## src/rtl/assert_macros.svh

```systemverilog
// assertion macros included by the rtl top level
`ifndef ASSERT_MACROS_SVH
`define ASSERT_MACROS_SVH

// same-cycle implication, disabled during reset
`define ASSERT_IMPLIES(label, ante, cons, msg) \
   label: assert property (@(posedge clock) disable iff (reset) (ante) |-> (cons)) \
      else $error(msg);

// next-cycle implication, disabled during reset
`define ASSERT_NEXT(label, ante, cons, msg) \
   label: assert property (@(posedge clock) disable iff (reset) (ante) |=> (cons)) \
      else $error(msg);

`endif

```

## src/rtl/anp_pkg.sv

```systemverilog
// shared constants and controller/datapath interface types for the path normaliser
package anp_pkg;

   localparam int PATH_BYTES  = 64;
   localparam int IDX_W       = $clog2(PATH_BYTES);
   localparam int POS_W       = IDX_W + 1;
   localparam int STACK_SLOTS = PATH_BYTES / 2;
   localparam int SLOT_W      = $clog2(STACK_SLOTS);
   localparam int DEPTH_W     = SLOT_W + 1;
   localparam int SIZE_W      = 7;
   localparam int SEEN_W      = 7;
   localparam int BYTE_W      = 8;

   localparam logic [SEEN_W-1:0] SEEN_MAX   = '1;
   localparam logic [SIZE_W-1:0] SIZE_RESET = SIZE_W'(PATH_BYTES);

   localparam logic [BYTE_W-1:0] CHAR_SLASH = 8'h2F;
   localparam logic [BYTE_W-1:0] CHAR_DOT   = 8'h2E;
   localparam logic [BYTE_W-1:0] CHAR_NUL   = 8'h00;

   typedef enum logic [1:0] {
      STATUS_OK        = 2'd0,
      STATUS_INVALID   = 2'd1,
      STATUS_TOO_SMALL = 2'd2
   } status_type;

   typedef struct packed {
      logic load;
      logic first;
      logic mark_end;
      logic count;
      logic open_comp;
      logic put_char;
      logic close;
      logic pop2;
      logic emit_error;
      logic drain_start;
      logic drain_step;
      logic clear;
   } dp_cmd_type;

   typedef struct packed {
      logic active;
      logic first;
      logic is_zero;
      logic is_slash;
      logic full_after;
      logic open_empty;
      logic pop2_needed;
      logic last_beat;
      logic fail;
      logic out_free;
      logic drain_last;
   } dp_stat_type;

endpackage

```

## src/rtl/anp_ram.sv

```systemverilog
// generic single-write, single-read ram with registered read data
module anp_ram #(
   parameter int WIDTH = 8,
   parameter int DEPTH = 64
) (
   input  logic                     clock,
   input  logic                     wr_en,
   input  logic [$clog2(DEPTH)-1:0] wr_addr,
   input  logic [WIDTH-1:0]         wr_data,
   input  logic [$clog2(DEPTH)-1:0] rd_addr,
   output logic [WIDTH-1:0]         rd_data
);

   logic [WIDTH-1:0] mem_ff [DEPTH];
   logic [WIDTH-1:0] rd_data_ff;

   always_ff @(posedge clock) begin
      if (wr_en) begin
         mem_ff[wr_addr] <= wr_data;
      end
      rd_data_ff <= mem_ff[rd_addr];
   end

   assign rd_data = rd_data_ff;

endmodule

```

## src/rtl/anp_ctrl.sv

```systemverilog
// controller state machine sequencing absorb, close, pop, emit and drain steps
module anp_ctrl
   import anp_pkg::*;
(
   input  logic        clock,
   input  logic        reset,
   input  logic        req_tvalid,
   output logic        req_tready,
   input  dp_stat_type stat,
   output dp_cmd_type  cmd
);

   typedef enum logic [6:0] {
      ST_IDLE  = 7'b0000001,
      ST_BYTE  = 7'b0000010,
      ST_CHAR  = 7'b0000100,
      ST_CLOSE = 7'b0001000,
      ST_POP2  = 7'b0010000,
      ST_EMIT  = 7'b0100000,
      ST_DRAIN = 7'b1000000
   } state_type;

   state_type state_ff;
   state_type state_in;
   state_type resume_state;

   always_comb begin
      resume_state = stat.last_beat ? ST_EMIT : ST_IDLE;
   end

   always_comb begin
      cmd      = '0;
      state_in = state_ff;
      unique case (state_ff)
         ST_IDLE: begin
            if (req_tvalid) begin
               cmd.load = 1'b1;
               state_in = ST_BYTE;
            end
         end
         ST_BYTE: begin
            priority if (!stat.active) begin
               state_in = resume_state;
            end else if (stat.first) begin
               cmd.first = 1'b1;
               state_in  = resume_state;
            end else if (stat.is_zero) begin
               cmd.mark_end = 1'b1;
               state_in     = ST_CLOSE;
            end else begin
               cmd.count = 1'b1;
               priority if (stat.full_after) begin
                  state_in = resume_state;
               end else if (stat.is_slash) begin
                  state_in = ST_CLOSE;
               end else if (stat.open_empty) begin
                  cmd.open_comp = 1'b1;
                  state_in      = ST_CHAR;
               end else begin
                  cmd.put_char = 1'b1;
                  state_in     = stat.last_beat ? ST_CLOSE : ST_IDLE;
               end
            end
         end
         ST_CHAR: begin
            cmd.put_char = 1'b1;
            state_in     = stat.last_beat ? ST_CLOSE : ST_IDLE;
         end
         ST_CLOSE: begin
            cmd.close = 1'b1;
            state_in  = stat.pop2_needed ? ST_POP2 : resume_state;
         end
         ST_POP2: begin
            cmd.pop2 = 1'b1;
            state_in = resume_state;
         end
         ST_EMIT: begin
            if (stat.fail) begin
               if (stat.out_free) begin
                  cmd.emit_error = 1'b1;
                  cmd.clear      = 1'b1;
                  state_in       = ST_IDLE;
               end
            end else begin
               cmd.drain_start = 1'b1;
               state_in        = ST_DRAIN;
            end
         end
         ST_DRAIN: begin
            if (stat.out_free) begin
               cmd.drain_step = 1'b1;
               if (stat.drain_last) begin
                  cmd.clear = 1'b1;
                  state_in  = ST_IDLE;
               end
            end
         end
         default: begin
            state_in = ST_IDLE;
         end
      endcase
   end

   always_ff @(posedge clock) begin
      if (reset) begin
         state_ff <= ST_IDLE;
      end else begin
         state_ff <= state_in;
      end
   end

   assign req_tready = (state_ff == ST_IDLE);

endmodule

```

## src/rtl/anp_datapath.sv

```systemverilog
// datapath: path buffer ram, separator stack, counters and rsp output register
module anp_datapath
   import anp_pkg::*;
(
   input  logic              clock,
   input  logic              reset,
   input  logic [BYTE_W-1:0] req_tdata,
   input  logic              req_tlast,
   input  logic              csr_wr_en,
   input  logic [SIZE_W-1:0] csr_wr_data,
   input  dp_cmd_type        cmd,
   output dp_stat_type       stat,
   output logic              rsp_tvalid,
   input  logic              rsp_tready,
   output logic [BYTE_W-1:0] rsp_tdata,
   output logic [1:0]        rsp_tuser,
   output logic              rsp_tlast
);

   logic [BYTE_W-1:0]  byte_ff;
   logic               last_ff;
   logic [POS_W-1:0]   wi_ff, wi_in;
   logic [POS_W-1:0]   cs_ff, cs_in;
   logic [POS_W-1:0]   stack_ff [STACK_SLOTS];
   logic [DEPTH_W-1:0] depth_ff, depth_in;
   logic [SEEN_W-1:0]  seen_ff, seen_in;
   logic               invalid_ff, invalid_in;
   logic               ended_ff, ended_in;
   logic               dot0_ff, dot0_in;
   logic               dot1_ff, dot1_in;
   logic [SIZE_W-1:0]  size_ff;
   logic [IDX_W-1:0]   rd_idx_ff, rd_idx_in;
   logic               out_valid_ff, out_valid_in;
   logic [BYTE_W-1:0]  out_byte_ff, out_byte_in;
   status_type         out_status_ff, out_status_in;
   logic               out_last_ff, out_last_in;

   logic [SEEN_W-1:0]  seen_inc;
   logic [POS_W-1:0]   comp_len;
   logic               is_dot, is_dotdot;
   logic [SLOT_W-1:0]  top_slot;
   logic [POS_W-1:0]   pop_val;
   logic [DEPTH_W-1:0] depth_dec;
   logic [SIZE_W-1:0]  eff_size;
   logic               out_load;
   logic               push_en;
   logic               ram_we;
   logic [BYTE_W-1:0]  ram_wr_data;
   logic [BYTE_W-1:0]  ram_rd_data;

   anp_ram #(
      .WIDTH(BYTE_W),
      .DEPTH(PATH_BYTES)
   ) u_path_ram (
      .clock  (clock),
      .wr_en  (ram_we),
      .wr_addr(wi_ff[IDX_W-1:0]),
      .wr_data(ram_wr_data),
      .rd_addr(rd_idx_in),
      .rd_data(ram_rd_data)
   );

   always_comb begin
      seen_inc  = (seen_ff == SEEN_MAX) ? seen_ff : seen_ff + SEEN_W'(1);
      comp_len  = wi_ff - cs_ff;
      is_dot    = (comp_len == POS_W'(1)) && dot0_ff;
      is_dotdot = (comp_len == POS_W'(2)) && dot0_ff && dot1_ff;
      top_slot  = SLOT_W'(depth_ff - DEPTH_W'(1));
      pop_val   = (depth_ff == '0) ? POS_W'(1) : stack_ff[top_slot];
      depth_dec = (depth_ff == '0) ? depth_ff : depth_ff - DEPTH_W'(1);
      priority if (size_ff == '0) begin
         eff_size = SIZE_W'(1);
      end else if (size_ff > SIZE_W'(PATH_BYTES)) begin
         eff_size = SIZE_W'(PATH_BYTES);
      end else begin
         eff_size = size_ff;
      end
   end

   always_comb begin
      stat.active      = !invalid_ff && !ended_ff;
      stat.first       = (seen_ff == '0);
      stat.is_zero     = (byte_ff == CHAR_NUL);
      stat.is_slash    = (byte_ff == CHAR_SLASH);
      stat.full_after  = (seen_inc >= SEEN_W'(PATH_BYTES));
      stat.open_empty  = (wi_ff <= cs_ff);
      stat.pop2_needed = is_dotdot && (depth_ff >= DEPTH_W'(2));
      stat.last_beat   = last_ff;
      stat.fail        = invalid_ff || (seen_ff >= eff_size);
      stat.out_free    = !out_valid_ff || rsp_tready;
      stat.drain_last  = ((POS_W'(rd_idx_ff) + POS_W'(1)) == wi_ff);
   end

   always_comb begin
      wi_in         = wi_ff;
      cs_in         = cs_ff;
      depth_in      = depth_ff;
      seen_in       = seen_ff;
      invalid_in    = invalid_ff;
      ended_in      = ended_ff;
      dot0_in       = dot0_ff;
      dot1_in       = dot1_ff;
      rd_idx_in     = rd_idx_ff;
      push_en       = 1'b0;
      ram_we        = 1'b0;
      ram_wr_data   = byte_ff;
      out_load      = 1'b0;
      out_byte_in   = out_byte_ff;
      out_status_in = out_status_ff;
      out_last_in   = out_last_ff;

      if (cmd.first) begin
         if (byte_ff != CHAR_SLASH) begin
            invalid_in = 1'b1;
         end else begin
            seen_in = SEEN_W'(1);
         end
      end
      if (cmd.mark_end) begin
         ended_in = 1'b1;
      end
      if (cmd.count) begin
         seen_in = seen_inc;
      end
      if (cmd.open_comp) begin
         push_en  = (depth_ff < DEPTH_W'(STACK_SLOTS));
         depth_in = push_en ? depth_ff + DEPTH_W'(1) : depth_ff;
         if ((wi_ff > POS_W'(1)) && (wi_ff < POS_W'(PATH_BYTES))) begin
            ram_we      = 1'b1;
            ram_wr_data = CHAR_SLASH;
            wi_in       = wi_ff + POS_W'(1);
         end
         cs_in = wi_in;
      end
      if (cmd.put_char && (wi_ff < POS_W'(PATH_BYTES))) begin
         ram_we      = 1'b1;
         ram_wr_data = byte_ff;
         wi_in       = wi_ff + POS_W'(1);
         if (wi_ff == cs_ff) begin
            dot0_in = (byte_ff == CHAR_DOT);
         end
         if (wi_ff == cs_ff + POS_W'(1)) begin
            dot1_in = (byte_ff == CHAR_DOT);
         end
      end
      if (cmd.close) begin
         if (is_dot || is_dotdot) begin
            wi_in    = pop_val;
            depth_in = depth_dec;
            cs_in    = pop_val;
         end else begin
            cs_in = wi_ff;
         end
      end
      if (cmd.pop2) begin
         wi_in    = pop_val;
         depth_in = depth_dec;
         cs_in    = pop_val;
      end
      if (cmd.emit_error) begin
         out_load      = 1'b1;
         out_byte_in   = CHAR_NUL;
         out_status_in = invalid_ff ? STATUS_INVALID : STATUS_TOO_SMALL;
         out_last_in   = 1'b1;
      end
      if (cmd.drain_start) begin
         rd_idx_in = '0;
      end
      if (cmd.drain_step) begin
         out_load      = 1'b1;
         out_byte_in   = (rd_idx_ff == '0) ? CHAR_SLASH : ram_rd_data;
         out_status_in = STATUS_OK;
         out_last_in   = stat.drain_last;
         rd_idx_in     = rd_idx_ff + IDX_W'(1);
      end
      if (cmd.clear) begin
         wi_in      = POS_W'(1);
         cs_in      = POS_W'(1);
         depth_in   = '0;
         seen_in    = '0;
         invalid_in = 1'b0;
         ended_in   = 1'b0;
      end

      priority if (out_load) begin
         out_valid_in = 1'b1;
      end else if (rsp_tready) begin
         out_valid_in = 1'b0;
      end else begin
         out_valid_in = out_valid_ff;
      end
   end

   always_ff @(posedge clock) begin
      if (reset) begin
         wi_ff        <= POS_W'(1);
         cs_ff        <= POS_W'(1);
         depth_ff     <= '0;
         seen_ff      <= '0;
         invalid_ff   <= 1'b0;
         ended_ff     <= 1'b0;
         size_ff      <= SIZE_RESET;
         out_valid_ff <= 1'b0;
      end else begin
         wi_ff        <= wi_in;
         cs_ff        <= cs_in;
         depth_ff     <= depth_in;
         seen_ff      <= seen_in;
         invalid_ff   <= invalid_in;
         ended_ff     <= ended_in;
         out_valid_ff <= out_valid_in;
         if (csr_wr_en) begin
            size_ff <= csr_wr_data;
         end
      end
   end

   always_ff @(posedge clock) begin
      if (cmd.load) begin
         byte_ff <= req_tdata;
         last_ff <= req_tlast;
      end
      if (push_en) begin
         stack_ff[depth_ff[SLOT_W-1:0]] <= wi_ff;
      end
      dot0_ff       <= dot0_in;
      dot1_ff       <= dot1_in;
      rd_idx_ff     <= rd_idx_in;
      out_byte_ff   <= out_byte_in;
      out_status_ff <= out_status_in;
      out_last_ff   <= out_last_in;
   end

   assign rsp_tvalid = out_valid_ff;
   assign rsp_tdata  = out_byte_ff;
   assign rsp_tuser  = out_status_ff;
   assign rsp_tlast  = out_last_ff;

endmodule

```

## src/rtl/absolute_path_normalizer_top.sv

```systemverilog
// top level of the absolute path normaliser: controller, datapath and checks
//
// channel  dir  beat contents
// req      in   tdata[7:0] path_byte, tlast last_byte
// rsp      out  tdata[7:0] out_byte, tuser[1:0] status, tlast last_out
// csr      in   wr_data[6:0] capacity in bytes, taken whenever wr_en is high outside reset
//
// a req beat passes idle and byte, and also char when it opens a new component
// a slash or zero beat, or a flagged beat still building the path, adds a close step
// closing ".." with two or more open components adds a pop2 step for the second pop
// a flagged beat enters emit and drains the ram unless failed, one beat per cycle, up to 64
// rsp back-pressure holds the drain; req_tready stays low until the last rsp beat is loaded
// synchronous reset restores the capacity to 64 and an empty path, no clearing pass

`include "assert_macros.svh"

module absolute_path_normalizer_top
   import anp_pkg::*;
(
   input  logic              clock,
   input  logic              reset,
   input  logic              req_tvalid,
   output logic              req_tready,
   input  logic [BYTE_W-1:0] req_tdata,   // path_byte
   input  logic              req_tlast,
   output logic              rsp_tvalid,
   input  logic              rsp_tready,
   output logic [BYTE_W-1:0] rsp_tdata,   // out_byte
   output logic [1:0]        rsp_tuser,   // status
   output logic              rsp_tlast,
   input  logic              csr_wr_en,
   input  logic [SIZE_W-1:0] csr_wr_data
);

   dp_cmd_type  ctrl_cmd;
   dp_stat_type dp_stat;

   anp_ctrl u_ctrl (
      .clock     (clock),
      .reset     (reset),
      .req_tvalid(req_tvalid),
      .req_tready(req_tready),
      .stat      (dp_stat),
      .cmd       (ctrl_cmd)
   );

   anp_datapath u_datapath (
      .clock      (clock),
      .reset      (reset),
      .req_tdata  (req_tdata),
      .req_tlast  (req_tlast),
      .csr_wr_en  (csr_wr_en),
      .csr_wr_data(csr_wr_data),
      .cmd        (ctrl_cmd),
      .stat       (dp_stat),
      .rsp_tvalid (rsp_tvalid),
      .rsp_tready (rsp_tready),
      .rsp_tdata  (rsp_tdata),
      .rsp_tuser  (rsp_tuser),
      .rsp_tlast  (rsp_tlast)
   );

   `ASSERT_IMPLIES(a_no_req_mid_drain, rsp_tvalid && !rsp_tlast, !req_tready,
                   "req taken mid drain")
   `ASSERT_IMPLIES(a_error_beat_form, rsp_tvalid && (rsp_tuser != STATUS_OK),
                   rsp_tlast && (rsp_tdata == CHAR_NUL), "malformed error beat")
   `ASSERT_NEXT(a_error_emitted, ctrl_cmd.emit_error, rsp_tvalid && rsp_tlast,
                "error beat not presented")
   `ASSERT_IMPLIES(a_one_state_update, 1'b1,
                   $onehot0({ctrl_cmd.open_comp, ctrl_cmd.put_char, ctrl_cmd.close, ctrl_cmd.pop2}),
                   "conflicting path updates")

endmodule
```

## config.mk

```make
export PLATFORM = sky130hd
export DESIGN_NAME = absolute_path_normalizer_top
export DESIGN_NICKNAME = d
export VERILOG_FILES = /design/src/rtl/anp_pkg.sv /design/src/rtl/anp_ram.sv /design/src/rtl/anp_ctrl.sv /design/src/rtl/anp_datapath.sv /design/src/rtl/absolute_path_normalizer_top.sv
export VERILOG_INCLUDE_DIRS = /design/src /design/src/rtl
export SDC_FILE = /design/constraint.sdc
export NUM_CORES = 1
export LEC_CHECK = 0
export ABC_AREA = 1
export BUFFER_PORTS_ARGS = -buffer_cell sky130_fd_sc_hd__buf_2
export CAP_MARGIN = 20
export CORE_MARGIN = 8
export CORE_UTILIZATION = 30
export DETAILED_ROUTE_END_ITERATION = 10
export GPL_ROUTABILITY_DRIVEN = 0
export PLACE_DENSITY_LB_ADDON = 0.2
export SLEW_MARGIN = 10
export SYNTH_ARGS = -nofsm -noshare
export SYNTH_HDL_FRONTEND = slang
export SYNTH_SLANG_ARGS = --single-unit
export TNS_END_PERCENT = 100
```

## constraint.sdc

```tcl
create_clock -name clock -period 8.4 [get_ports clock]
set_clock_uncertainty 0.1 [all_clocks]
set_input_delay 1.26 -clock clock [delete_from_list [all_inputs] [get_ports clock]]
set_output_delay 1.26 -clock clock [all_outputs]
set_load 0.1 [all_outputs]
```

==> out/summary.txt <==
status - finished, final reports clean
fin crit period - 5160 ps
Post-Synth Adder-Cell Area - 0.991%
Remaining DRCs - 0
Worst setup SP type - register
Reg2Reg Setup Slack - 3240 ps
Reg clk slew, reported paths - 60 ps
maximum vdd drop - 0.000152 V
commonest register cell after synthesis - edfxtp_1
Post-Syn Nets - 3,497
DRT Pass-1 Iters - 6
DR WL/cell - 20.8 µm
RSZ-0062 raised after global routing - no
final hold violations - 0
hold_buf cts - 0
clk_lat worst skew - 650 ps
Tot GR Track Use - 15.6%
largest net degree at the start of global routing - 153
Cell Count, Final, Fillers Out - 5,094
share of layout cells above drive strength 1 - 6.98%
Compound-Gate Fraction of Synth Area - 4.95%
Pleak - 15.1 nW
Total Die Area - 132,000 µm²
HP Class - register to register
CTS tree - yes
Sink Count - 816
Syn-to-layout area delta - 12.4%
async set-reset flop share out of synthesis - 0%
core area - 120,000 µm²
CP endpoint kind - register
Endpoint, Worst Hold - u_datapath.rsp_tuser[1]
Resized cells post-CTS - 0
Reg-to-Reg Start - u_datapath.wi_ff[4]
slew margin rel. - 25.8%
synth top area cells - edfxtp_1 63%, nand2_1 9.5%, nand3_1 8.4%
count of cell types in the netlist - 49
iteration-0 DRC count of the detailed router - 2,089
Synth Cell Area - 36,100 µm²
H-tree depth - 3
# rows - 127
Commonest cells post-synth - 910 x nand2_1, 756 x edfxtp_1, 608 x nand3_1, 250 x inv_1, 204 x nor2_1
worst reg2reg path depth - 10
final wirelength - 106,000 µm
number of synthesized flops with an enable pin - 756
Die Span Y - 363 µm
CTS root buffer - clkbuf_16
clk buf depth - 3
Starting Density - 30.2%
DR vias/cell - 4.88
Total Power - 8.69 mW
Ys Warns - 0
Mean Syn Cell Area - 10.5 µm²
Placed Instances - 4,937
Worst Path Arrival - 5330 ps
Slew @ Worst Pin - 1110 ps
PortBufs - 33
final max-slew violation count - 0
Setup Buffers After CTS - 0
Die X - 363 µm
final setup fails - 0
Final ANT Viol Nets - 0
worst r2r dst - u_datapath.u_path_ram.mem_ff[61][1]
grt ovf - 0
vias in the first global route - 24,300
path type of the worst setup path - register to register
Synth Instances - 3,448
XOR/XNOR Fraction of Synth Area - 0.582%
Seq/Total Area, Yosys - 66.2%
TritonCTS buffer count - 87
Fillers - 12,100
io pins - 34
max-cap viol count - 0
Final #Nets - 3,463
worst endpoint required time - 8570 ps
hold_sp - u_datapath.rsp_tuser[1]
area leader, netlist - edfxtp_1
area share of the leading cell type in the synthesized netlist - 62.8%
antenna violations before repair - 2
via count - 24,800
CP max FO - 44
main combinational cell family by area after synthesis - simple AND/OR/NAND/NOR gates
post-synthesis mux area share - 0.0277%
DPL Wire Length - 60,200 µm
Min-Delay Path Depth - 2
top-count cell post-synth - nand2_1
power per cell area - 214 nW/µm²
Final TNS setup - 0 ps
Fmax - 0.194 GHz
simple logic cell fraction of the synthesized area - 21.9%
first-pass GRT wire length - 159,000 µm
Synth Register Bits - 816
fin crit share - 61.4%
## placed cells by master (no fill, tap or decap), drive strengths merged, types with 4 or more instances in the layout
cell type  count
nand2        926
edfxtp       756
nand3        609
inv          255
nor2         210
a21oi        120
clkbuf       115
o21ai        103
buf           72
dfxtp         60
nand3b        37
clkinv        36
ha            27
xor2          21
nor3          16
a22oi         14
o211ai        13
o22ai         12
nand4         12
a32o          10
a221oi         9
bufinv         8
nor4           8
a31oi          4
a32oi          4
a22o           4
## how the worst max path moves through the flow
stage | start | endpoint | slack, ps | cells after the start
after floorplan | u_ctrl.state_ff[4] | u_datapath.byte_ff[0] | 3520 | 5
after global placement | rsp_tready | u_datapath.u_path_ram.rd_data[4] | 3140 | 14
after detailed placement | rsp_tready | u_datapath.u_path_ram.rd_data[4] | 3090 | 14
after CTS | u_datapath.wi_ff[4] | u_datapath.u_path_ram.mem_ff[29][2] | 3170 | 10
after global routing | u_datapath.wi_ff[2] | u_datapath.u_path_ram.mem_ff[13][1] | 2940 | 15
final | u_datapath.wi_ff[4] | u_datapath.u_path_ram.mem_ff[61][1] | 3240 | 10
## layout make-up
class | count | area [µm²] | area share (%)
Antenna cell | 1 | 2.50 | 0.00617
Clock buffer | 115 | 2380 | 5.85
Clock inverter | 41 | 417 | 1.03
Inverter | 259 | 975 | 2.40
Multi-Input combinational cell | 2178 | 10400 | 25.6
Sequential cell | 816 | 23900 | 58.9
Tap cell | 1612 | 2020 | 4.97
Timing Repair Buffer | 72 | 495 | 1.22
## critical path, cell delays in order (launching register included)
cell and delay [ps]:
dfxtp_2 940, inv_1 370, nand2_1 160, nor2_1 70, nand3_1 100, nand2_1 80, a21oi_1 660, nand2_4 250
nand2_4 270, nand4_1 790, nor2_1 980
## sequential cells by signal, indices dropped and copies added (netlist names), 2 cells and up
register	flops
u_datapath.rsp_tdata	8
u_datapath.size_ff	7
u_datapath.u_path_ram.mem_ff	512
u_datapath.depth_ff	6
u_datapath.cs_ff	7
u_datapath.u_path_ram.rd_data	8
u_datapath.byte_ff	8
u_datapath.wi_ff	7
u_ctrl.state_ff	7
u_datapath.stack_ff	224
u_datapath.seen_ff	7
u_datapath.rd_idx_ff	6
u_datapath.rsp_tuser	2
## metrics by stage
| step | setup WS (ps) | utilization, % | hold slack (ps) | instance area, µm² |
|---|---|---|---|---|
| after floorplan | 3520 | - | 353 | 36100 |
| after global placement | 3140 | 31.6 | 364 | 37800 |
| after detailed placement | 3090 | 31.6 | 378 | 37800 |
| after CTS | 3170 | 33.9 | 391 | 40600 |
| after global routing | 2940 | 33.9 | 411 | 40600 |
| final | 3240 | 33.9 | 387 | 40600 |
## routing by layer
layer | GRT usage, % | routed length [µm]
met1 | 22.5 | 50200
met5 | 0 | 13
met2 | 25.0 | 48500
met4 | 3.65 | 1940
met3 | 2.02 | 5450
## report_power, final
part / switching (mW) / total [mW] / internal, mW
clock network: 1.62 / 3.85 / 2.23
registers: 0.0119 / 4.49 / 4.48
logic: 0.279 / 0.348 / 0.0689
total: 1.91 / 8.69 / 6.78
## cell families (layout without fill, tap and decap cells)
logic type / Yosys count / in the layout
buf+inv: 454 / 487
mux: 1 / 1
simple gates: 1819 / 1819
other cells: 0 / 1
xor+xnor: 24 / 24
compound gates: 306 / 306
fa+ha+maj: 28 / 28
flops: 816 / 816
(Power assumes the default switching activity.)
